### config.mk
export PLATFORM = sky130hd
export DESIGN_NAME = two_frequency_pwm_step_sequencer
export DESIGN_NICKNAME = d
export VERILOG_FILES = /design/src/rtl/core/tfps_pkg.sv /design/src/rtl/core/two_frequency_pwm_step_sequencer.sv /design/src/rtl/core/tfps_in_reg.sv /design/src/rtl/core/tfps_core.sv
export SDC_FILE = /design/constraint.sdc
export NUM_CORES = 1
export LEC_CHECK = 0
export BUFFER_PORTS_ARGS = -buffer_cell sky130_fd_sc_hd__buf_4
export CAP_MARGIN = 30
export CORE_MARGIN = 1.5
export CORE_UTILIZATION = 29
export CTS_BUF_LIST = sky130_fd_sc_hd__clkbuf_16
export DETAILED_ROUTE_END_ITERATION = 8
export HOLD_SLACK_MARGIN = 0.02
export SYNTH_ARGS = -nofsm -noshare
export SYNTH_HDL_FRONTEND = slang
export SYNTH_SLANG_ARGS = --single-unit
### constraint.sdc
create_clock -name i_clk -period 7.15 [get_ports i_clk]
set_input_delay 2.145 -clock i_clk [delete_from_list [all_inputs] [get_ports i_clk]]
set_output_delay 2.145 -clock i_clk [all_outputs]
set_load 0.005 [all_outputs]
### src/rtl/core/tfps_pkg.sv
package tfps_pkg;

    localparam int unsigned FreqW = 26;
    localparam int unsigned TimeW = 32;
    localparam int unsigned CfgW  = 32;

    // command codes
    localparam logic [1:0] CMD_TICK  = 2'd0;
    localparam logic [1:0] CMD_LOAD  = 2'd1;
    localparam logic [1:0] CMD_START = 2'd2;
    localparam logic [1:0] CMD_STOP  = 2'd3;

    // configuration register indexes
    localparam logic [1:0] REG_FREQ_A   = 2'd0;
    localparam logic [1:0] REG_FREQ_B   = 2'd1;
    localparam logic [1:0] REG_INTERVAL = 2'd2;

    // sequencer mode codes
    localparam logic [1:0] MODE_IDLE = 2'd0;
    localparam logic [1:0] MODE_RUN  = 2'd1;
    localparam logic [1:0] MODE_WAIT = 2'd2;

    localparam logic [2:0] TARGET_LARGE = 3'd4;
    localparam logic [2:0] TARGET_SMALL = 3'd2;

    localparam logic [FreqW-1:0] FREQ_A_RESET   = 26'd1000;
    localparam logic [FreqW-1:0] FREQ_B_RESET   = 26'd2000;
    localparam logic [TimeW-1:0] INTERVAL_RESET = 32'd100;

    typedef struct packed {
        logic [1:0]       cmd;
        logic [3:0]       step_slot;
        logic             step_is_large;
        logic [TimeW-1:0] step_delay_ms;
        logic [4:0]       step_total;
    } t_item;

    typedef struct packed {
        logic             drive_on;
        logic             freq_select;
        logic [FreqW-1:0] freq_hz;
        logic [3:0]       step_number;
        logic             running;
    } t_result;

endpackage

### src/rtl/core/two_frequency_pwm_step_sequencer.sv
// Two-frequency PWM step sequencer.
// Input channel (i_valid/o_ready) carries one command per transfer: a one
// millisecond tick, a step-table load, a start with a step count, or a stop.
// Configuration writes (i_cfg_we, i_cfg_addr, i_cfg_data) set frequency A,
// frequency B and the switch interval; write them only while idle.
// Output channel (o_valid/i_ready) returns exactly one result per command:
// drive enable, selected frequency and its value, step number, running.
// A command accepted at the input is registered there, processed by the core
// when the result register is free or draining, and its result registered.
// Throughput: one command per cycle while i_ready stays high; the state update
// is combinational logic between the input and result
// registers. The step table read is registered and addressed by the next-state step.
// Reset: idle, drive off, frequency A selected, step 0, configuration back
// to 1000 Hz, 2000 Hz and 100 ms. Step table contents are not cleared.
// Stall: when i_ready is low the result holds; one more command may wait in
// the input register, after which o_ready drops until the result drains.
module two_frequency_pwm_step_sequencer #(
    parameter int MAX_STEPS = 16
) (
    input  logic                           i_clk,
    input  logic                           i_rst_n,
    input  logic                           i_valid,
    output logic                           o_ready,
    input  logic [1:0]                     i_cmd,
    input  logic [3:0]                     i_step_slot,
    input  logic                           i_step_is_large,
    input  logic [tfps_pkg::TimeW-1:0]     i_step_delay_ms,
    input  logic [4:0]                     i_step_total,
    input  logic                           i_cfg_we,
    input  logic [1:0]                     i_cfg_addr,
    input  logic [tfps_pkg::CfgW-1:0]      i_cfg_data,
    output logic                           o_valid,
    input  logic                           i_ready,
    output logic                           o_drive_on,
    output logic                           o_freq_select,
    output logic [tfps_pkg::FreqW-1:0]     o_freq_hz,
    output logic [3:0]                     o_step_number,
    output logic                           o_running
);

    tfps_pkg::t_item   in_item;
    tfps_pkg::t_item   q_item;
    tfps_pkg::t_result core_result;
    tfps_pkg::t_result r_out;
    logic              q_valid;
    logic              take;
    logic              r_out_valid;

    assign in_item.cmd           = i_cmd;
    assign in_item.step_slot     = i_step_slot;
    assign in_item.step_is_large = i_step_is_large;
    assign in_item.step_delay_ms = i_step_delay_ms;
    assign in_item.step_total    = i_step_total;

    // process a command whenever the result register is free or draining
    assign take = q_valid && (!r_out_valid || i_ready);

    tfps_in_reg u_in_reg (
        .i_clk   (i_clk),
        .i_rst_n (i_rst_n),
        .i_valid (i_valid),
        .o_ready (o_ready),
        .i_item  (in_item),
        .i_take  (take),
        .o_valid (q_valid),
        .o_item  (q_item)
    );

    tfps_core #(
        .MAX_STEPS (MAX_STEPS)
    ) u_core (
        .i_clk      (i_clk),
        .i_rst_n    (i_rst_n),
        .i_fire     (take),
        .i_item     (q_item),
        .i_cfg_we   (i_cfg_we),
        .i_cfg_addr (i_cfg_addr),
        .i_cfg_data (i_cfg_data),
        .o_result   (core_result)
    );

    always_ff @(posedge i_clk) begin
        if (!i_rst_n) begin
            r_out_valid <= 1'b0;
        end else if (take) begin
            r_out_valid <= 1'b1;
        end else if (i_ready) begin
            r_out_valid <= 1'b0;
        end
    end

    always_ff @(posedge i_clk) begin
        if (take) begin
            r_out <= core_result;
        end
    end

    assign o_valid       = r_out_valid;
    assign o_drive_on    = r_out.drive_on;
    assign o_freq_select = r_out.freq_select;
    assign o_freq_hz     = r_out.freq_hz;
    assign o_step_number = r_out.step_number;
    assign o_running     = r_out.running;

endmodule

### src/rtl/core/tfps_in_reg.sv
module tfps_in_reg (
    input  logic                i_clk,
    input  logic                i_rst_n,
    input  logic                i_valid,
    output logic                o_ready,
    input  tfps_pkg::t_item     i_item,
    input  logic                i_take,
    output logic                o_valid,
    output tfps_pkg::t_item     o_item
);

    logic            r_valid;
    tfps_pkg::t_item r_item;

    assign o_ready = !r_valid || i_take;
    assign o_valid = r_valid;
    assign o_item  = r_item;

    always_ff @(posedge i_clk) begin
        if (!i_rst_n) begin
            r_valid <= 1'b0;
        end else if (i_valid && o_ready) begin
            r_valid <= 1'b1;
        end else if (i_take) begin
            r_valid <= 1'b0;
        end
    end

    // hold the payload until the core takes it
    always_ff @(posedge i_clk) begin
        if (i_valid && o_ready) begin
            r_item <= i_item;
        end
    end

endmodule

### src/rtl/core/tfps_core.sv
module tfps_core #(
    parameter int MAX_STEPS = 16
) (
    input  logic                         i_clk,
    input  logic                         i_rst_n,
    input  logic                         i_fire,
    input  tfps_pkg::t_item              i_item,
    input  logic                         i_cfg_we,
    input  logic [1:0]                   i_cfg_addr,
    input  logic [tfps_pkg::CfgW-1:0]    i_cfg_data,
    output tfps_pkg::t_result            o_result
);

    localparam int SW = (MAX_STEPS > 1) ? $clog2(MAX_STEPS) : 1;
    localparam int CW = $clog2(MAX_STEPS + 1);
    localparam int TW = tfps_pkg::TimeW;
    localparam int FW = tfps_pkg::FreqW;

    logic [FW-1:0] r_freq_a;
    logic [FW-1:0] r_freq_b;
    logic [TW-1:0] r_interval;

    logic [1:0]    r_mode,    n_mode;
    logic [SW-1:0] r_cur,     n_cur;
    logic [1:0]    r_toggle,  n_toggle;
    logic [TW-1:0] r_elapsed, n_elapsed;
    logic [CW-1:0] r_steps,   n_steps;
    logic          r_drive,   n_drive;
    logic          r_sel,     n_sel;

    logic          kind_mem  [MAX_STEPS];
    logic [TW-1:0] delay_mem [MAX_STEPS];
    logic          r_rd_kind;
    logic [TW-1:0] r_rd_delay;

    logic          load_we;
    logic [SW-1:0] load_idx;
    logic [TW-1:0] tick_cnt;
    logic [2:0]    next_toggle;
    logic [2:0]    target;
    logic [SW:0]   next_step;

    assign load_idx    = SW'(i_item.step_slot);
    assign tick_cnt    = (r_elapsed == '1) ? r_elapsed : r_elapsed + 1'b1;
    assign next_toggle = {1'b0, r_toggle} + 3'd1;
    assign target      = r_rd_kind ? tfps_pkg::TARGET_LARGE : tfps_pkg::TARGET_SMALL;
    assign next_step   = {1'b0, r_cur} + 1'b1;

    always_comb begin
        n_mode    = r_mode;
        n_cur     = r_cur;
        n_toggle  = r_toggle;
        n_elapsed = r_elapsed;
        n_steps   = r_steps;
        n_drive   = r_drive;
        n_sel     = r_sel;
        load_we   = 1'b0;
        if (i_fire) begin
            case (i_item.cmd)
                tfps_pkg::CMD_TICK: begin
                    if (r_mode == tfps_pkg::MODE_RUN) begin
                        n_elapsed = tick_cnt;
                        if (tick_cnt >= r_interval) begin
                            n_elapsed = '0;
                            if (next_toggle >= target) begin
                                n_drive = 1'b0;
                                n_mode  = tfps_pkg::MODE_WAIT;
                            end else begin
                                n_toggle = next_toggle[1:0];
                                n_sel    = next_toggle[0];
                            end
                        end
                    end else if (r_mode == tfps_pkg::MODE_WAIT) begin
                        n_elapsed = tick_cnt;
                        if (tick_cnt >= r_rd_delay) begin
                            if (int'(next_step) >= int'(r_steps)) begin
                                n_mode  = tfps_pkg::MODE_IDLE;
                                n_drive = 1'b0;
                            end else begin
                                // advance to the next step, starting on A
                                n_cur     = next_step[SW-1:0];
                                n_toggle  = '0;
                                n_elapsed = '0;
                                n_drive   = 1'b1;
                                n_sel     = 1'b0;
                                n_mode    = tfps_pkg::MODE_RUN;
                            end
                        end
                    end
                end
                tfps_pkg::CMD_LOAD: begin
                    load_we = (r_mode == tfps_pkg::MODE_IDLE) &&
                              (int'(i_item.step_slot) < MAX_STEPS);
                end
                tfps_pkg::CMD_START: begin
                    if (i_item.step_total != '0) begin
                        n_steps   = (int'(i_item.step_total) > MAX_STEPS) ?
                                    CW'(MAX_STEPS) : CW'(i_item.step_total);
                        n_cur     = '0;
                        n_toggle  = '0;
                        n_elapsed = '0;
                        n_drive   = 1'b1;
                        n_sel     = 1'b0;
                        n_mode    = tfps_pkg::MODE_RUN;
                    end
                end
                tfps_pkg::CMD_STOP: begin
                    n_mode  = tfps_pkg::MODE_IDLE;
                    n_drive = 1'b0;
                end
                default: begin
                    n_mode = r_mode;
                end
            endcase
        end
    end

    always_comb begin
        o_result.drive_on    = n_drive;
        o_result.freq_select = n_sel;
        o_result.freq_hz     = n_sel ? r_freq_b : r_freq_a;
        o_result.step_number = 4'(n_cur);
        o_result.running     = (n_mode != tfps_pkg::MODE_IDLE);
    end

    always_ff @(posedge i_clk) begin
        if (!i_rst_n) begin
            r_mode    <= tfps_pkg::MODE_IDLE;
            r_cur     <= '0;
            r_toggle  <= '0;
            r_elapsed <= '0;
            r_steps   <= '0;
            r_drive   <= 1'b0;
            r_sel     <= 1'b0;
        end else begin
            r_mode    <= n_mode;
            r_cur     <= n_cur;
            r_toggle  <= n_toggle;
            r_elapsed <= n_elapsed;
            r_steps   <= n_steps;
            r_drive   <= n_drive;
            r_sel     <= n_sel;
        end
    end

    always_ff @(posedge i_clk) begin
        if (!i_rst_n) begin
            r_freq_a   <= tfps_pkg::FREQ_A_RESET;
            r_freq_b   <= tfps_pkg::FREQ_B_RESET;
            r_interval <= tfps_pkg::INTERVAL_RESET;
        end else if (i_cfg_we) begin
            case (i_cfg_addr)
                tfps_pkg::REG_FREQ_A:   r_freq_a   <= i_cfg_data[FW-1:0];
                tfps_pkg::REG_FREQ_B:   r_freq_b   <= i_cfg_data[FW-1:0];
                tfps_pkg::REG_INTERVAL: r_interval <= i_cfg_data[TW-1:0];
                default: begin
                    r_interval <= r_interval;
                end
            endcase
        end
    end

    // step table; read port follows the step that will be current next cycle
    always_ff @(posedge i_clk) begin
        if (load_we) begin
            kind_mem[load_idx]  <= i_item.step_is_large;
            delay_mem[load_idx] <= i_item.step_delay_ms;
        end
        r_rd_kind  <= kind_mem[n_cur];
        r_rd_delay <= delay_mem[n_cur];
    end

endmodule

==> impl_metrics.ini <==
[run_status]
outcome = finished, final reports clean

[detailed_routing]
ant_nets = 0
drtIter0Drc = 1619
drt-met1-wl_um = 34600
met3_length_um = 5350
wl_um = 78200
vias = 18800
drc = 0
viasPerCell = 4.82
wl_met2_um = 36700
dr.pass1.iters = 7
top_layer = met4
wl_per_cell_um = 20.0

[critical_path]
worstPathRequired_ps = 7680
crit_type = register to register
cp-start-kind = register
crit_fanout = 21
reg2reg_slack_ps = 810
crit_arrival_ps = 6870
r2r-end = u_core.r_rd_delay[15]
endpoint_kind = register
ff2ff_path_depth = 20
r2r_start = u_core.r_elapsed[3]

[timing]
finalSetupViolCount = 0
rsz0062_at_grt = false
fin_setup_tns_ps = 0
relSlewSlack_pct = 46.0
finalMaxSlewViolations = 0
period_minus_slack_ps = 6340
fin_worst_skew_ps = 53.0
hold_violations = 0
max_freq_mhz = 158
worst_pin_slew_ps = 809
finalCritPeriodShare_pct = 88.7

[yosys]
ys_warn_count = 0
synth_edf_count = 605
synth_common_cells = 605 x edfxtp_1, 286 x nand2_1, 166 x dfxtp_1, 137 x nor2_1, 133 x mux2i_1
synth-seq-cells = 771
netlist.area_leader.share_pct = 58.2
syn_inst = 2291
synth_async_sr_flop_share_pct = 0
yosysSeqAreaShare_pct = 68.8
syn-cell-area_mm2 = 0.0312
synth_top_cell_by_area = edfxtp_1
synth.area.top_cells = edfxtp_1 58%, dfxtp_1 11%, mux2i_1 4.3%
synthFlopType = edfxtp_1
syn_area_per_cell_um2 = 13.6
synth_nets = 2447
synth.most_common_cell = edfxtp_1
synth.distinct_cells = 76

[power_and_ir_drop]
power.leakage_uw = 0.0127
seq_power_share_pct = 52.8
p_total_uw = 9370
internal_power_uw = 7390
power_density_mw_per_mm2 = 255
switching_share_pct = 21.1
switching_power_uw = 1980
power.ir.vdd_worst_mv = 0.180
p_clk_share_pct = 45.3
pwr-share-comb_pct = 2.0

[clock_network]
clkTransAtPathRegs_ps = 60
cts-root-buf = clkbuf_16
post-cts-setup-buffer-count = 0
h-tree-depth = 3
cts_hold_buf = 0
clkLatencyLatePin_ps = 660
cts_resized = 0
numCtsBuffers = 83
cts_tree = built
cts.sinks = 771
clock_path_buffers = 3

[floorplan]
core_area_mm2 = 0.107
die_h_um = 331
dieArea_mm2 = 0.110
dieWidth_um = 331
placementRows = 120
io_pins = 118
start_util_pct = 29.2

[place]
place.gp.congestion = 0.814
place_area_mm2 = 0.0341
port_buffers = 117
place_hpwl_um = 45400
dp.cells = 3747

[global_route]
track_usage_pct = 14.1
antenna_found_initial = 2
overflow = 0
grt_pass1_wl_um = 116000
grt_pass1_vias = 18100
grt_max_degree = 101

[finish]
drive_above_1_share_pct = 13.8
final_cells = 3903
area_growth_pct = 17.8
nNetsFinal = 2585
n_antenna_cell = 0
final_util_pct = 34.4
design_area_mm2 = 0.0368

[worst_hold_path]
hold_class = register to register
hold_end = u_core.r_freq_b[1]
min_from = u_core.r_freq_b[1]
whs_path_depth = 2

[job]
drv_cap = 0
## power by group through the flow
stage	sequential, µW	combinational, µW	clock [µW]
5_1_grt	4950	206	4520
2_1_floorplan	5020	84.0	0
3_5_place_dp	5040	188	0
4_1_cts	4950	189	4340
6_report	4950	185	4240
3_3_place_gp	5040	183	0
## worst max path at each step
stage / start / end / slack (ps) / cells past startpoint
4_1_cts: u_core.r_elapsed[3] / u_core.r_rd_delay[10] / 770 / 20
3_3_place_gp: u_core.r_elapsed[3] / u_core.r_rd_delay[15] / 940 / 20
6_report: u_core.r_elapsed[3] / u_core.r_rd_delay[15] / 810 / 20
3_5_place_dp: u_core.r_elapsed[3] / u_core.r_rd_delay[15] / 820 / 20
2_1_floorplan: i_ready / u_core.delay_mem[0][0] / 1070 / 5
5_1_grt: u_core.r_elapsed[3] / u_core.r_rd_delay[30] / 340 / 20
## registers in the layout, indices dropped and copies added, names as in the netlist, 2 cells and up
signal             count
o_step_number          4
u_core.r_toggle        2
u_core.r_steps         5
u_core.r_cur           4
u_core.delay_mem     512
u_core.r_freq_b       26
u_core.r_rd_delay     32
u_core.r_mode          2
u_core.kind_mem       16
o_freq_hz             26
u_core.r_interval     32
u_core.r_elapsed      32
u_in_reg.o_item       44
u_core.r_freq_a       26
## cell families after synthesis
| kind of cell | after synthesis | share of synthesized area, % |
|---|---|---|
| adder cells (fa/ha/maj) | 73 | 2.95 |
| flip-flops | 771 | 68.8 |
| XOR/XNOR | 32 | 0.897 |
| multiplexers | 193 | 6.43 |
| AO/OA/AOI/OAI | 410 | 9.39 |
| AND/OR/NAND/NOR | 610 | 8.84 |
| buffers and inverters | 202 | 2.69 |
## per-layer routing
metal	GRT usage, %	vias to the layer above
met2	22.7	577
met3	2.84	99
li1	-	8881
met5	0	-
met4	3.61	0
met1	19.3	9271
## layout make-up
class                           count  area [µm²]
Clock inverter                     73         661
Sequential cell                   771       21500
Inverter                           83         320
Fill cell                       10300       70100
Tap cell                         1403        1760
Clock buffer                       83        2080
Multi-Input combinational cell   1318        9060
Timing Repair Buffer              172        1430
## layout by cell type, fill, tap and decap left out, types with 5 or more instances in the layout
| cell | netlist | routed |
|---|---|---|
| edfxtp_1 | 605 | 605 |
| nand2_1 | 286 | 286 |
| dfxtp_1 | 166 | 166 |
| buf_4 | 9 | 161 |
| mux2i_1 | 133 | 133 |
| nor2_1 | 137 | 123 |
| a21oi_1 | 102 | 102 |
| inv_1 | 79 | 99 |
| clkbuf_16 | 0 | 83 |
| o211ai_1 | 73 | 73 |
| ha_1 | 72 | 72 |
| a22oi_1 | 54 | 54 |
| mux2_1 | 45 | 45 |
| and3_1 | 43 | 43 |
| o22ai_1 | 34 | 34 |
| a221o_1 | 33 | 33 |
| or2_0 | 33 | 33 |
| o311a_1 | 33 | 33 |
| nand3_1 | 31 | 31 |
| xnor2_1 | 20 | 20 |
| clkinv_1 | 0 | 18 |
| nand4_1 | 15 | 15 |
| mux2_2 | 15 | 15 |
| a21o_1 | 15 | 15 |
| o21ai_0 | 15 | 15 |
| a31oi_1 | 14 | 14 |
| nor2_4 | 0 | 14 |
| clkinv_2 | 0 | 14 |
| xor2_1 | 12 | 12 |
| nand2b_1 | 11 | 11 |
| nor3_1 | 15 | 10 |
| bufinv_16 | 0 | 8 |
| buf_12 | 0 | 8 |
| nor2b_1 | 6 | 6 |
| o21ai_1 | 6 | 5 |
| nor3_2 | 0 | 5 |
## through the flow
stage               setup WS [ps]  hold WS (ps)
detailed placement            821           443
global placement              941           437
floorplan                    1070           432
CTS                           766           452
finish                        809           451
global route                  343           469
## critical path, cell delays in order, from the launching register on
cell and delay [ps]:
dfxtp_1 440, nand4_1 230, or4b_1 570, or4_1 580
or3b_1 280, nor2_1 110, nand3_1 200, nor3_1 90
or2_1 250, ha_1 330, nand4_1 150, nor4_2 320
nand2_1 150, a311o_1 410, a21oi_2 280, a2bb2oi_2 110
inv_2 420, nand2_1 520, buf_4 390, o211ai_1 240
o22ai_1 120
(Power assumes the default switching activity.)
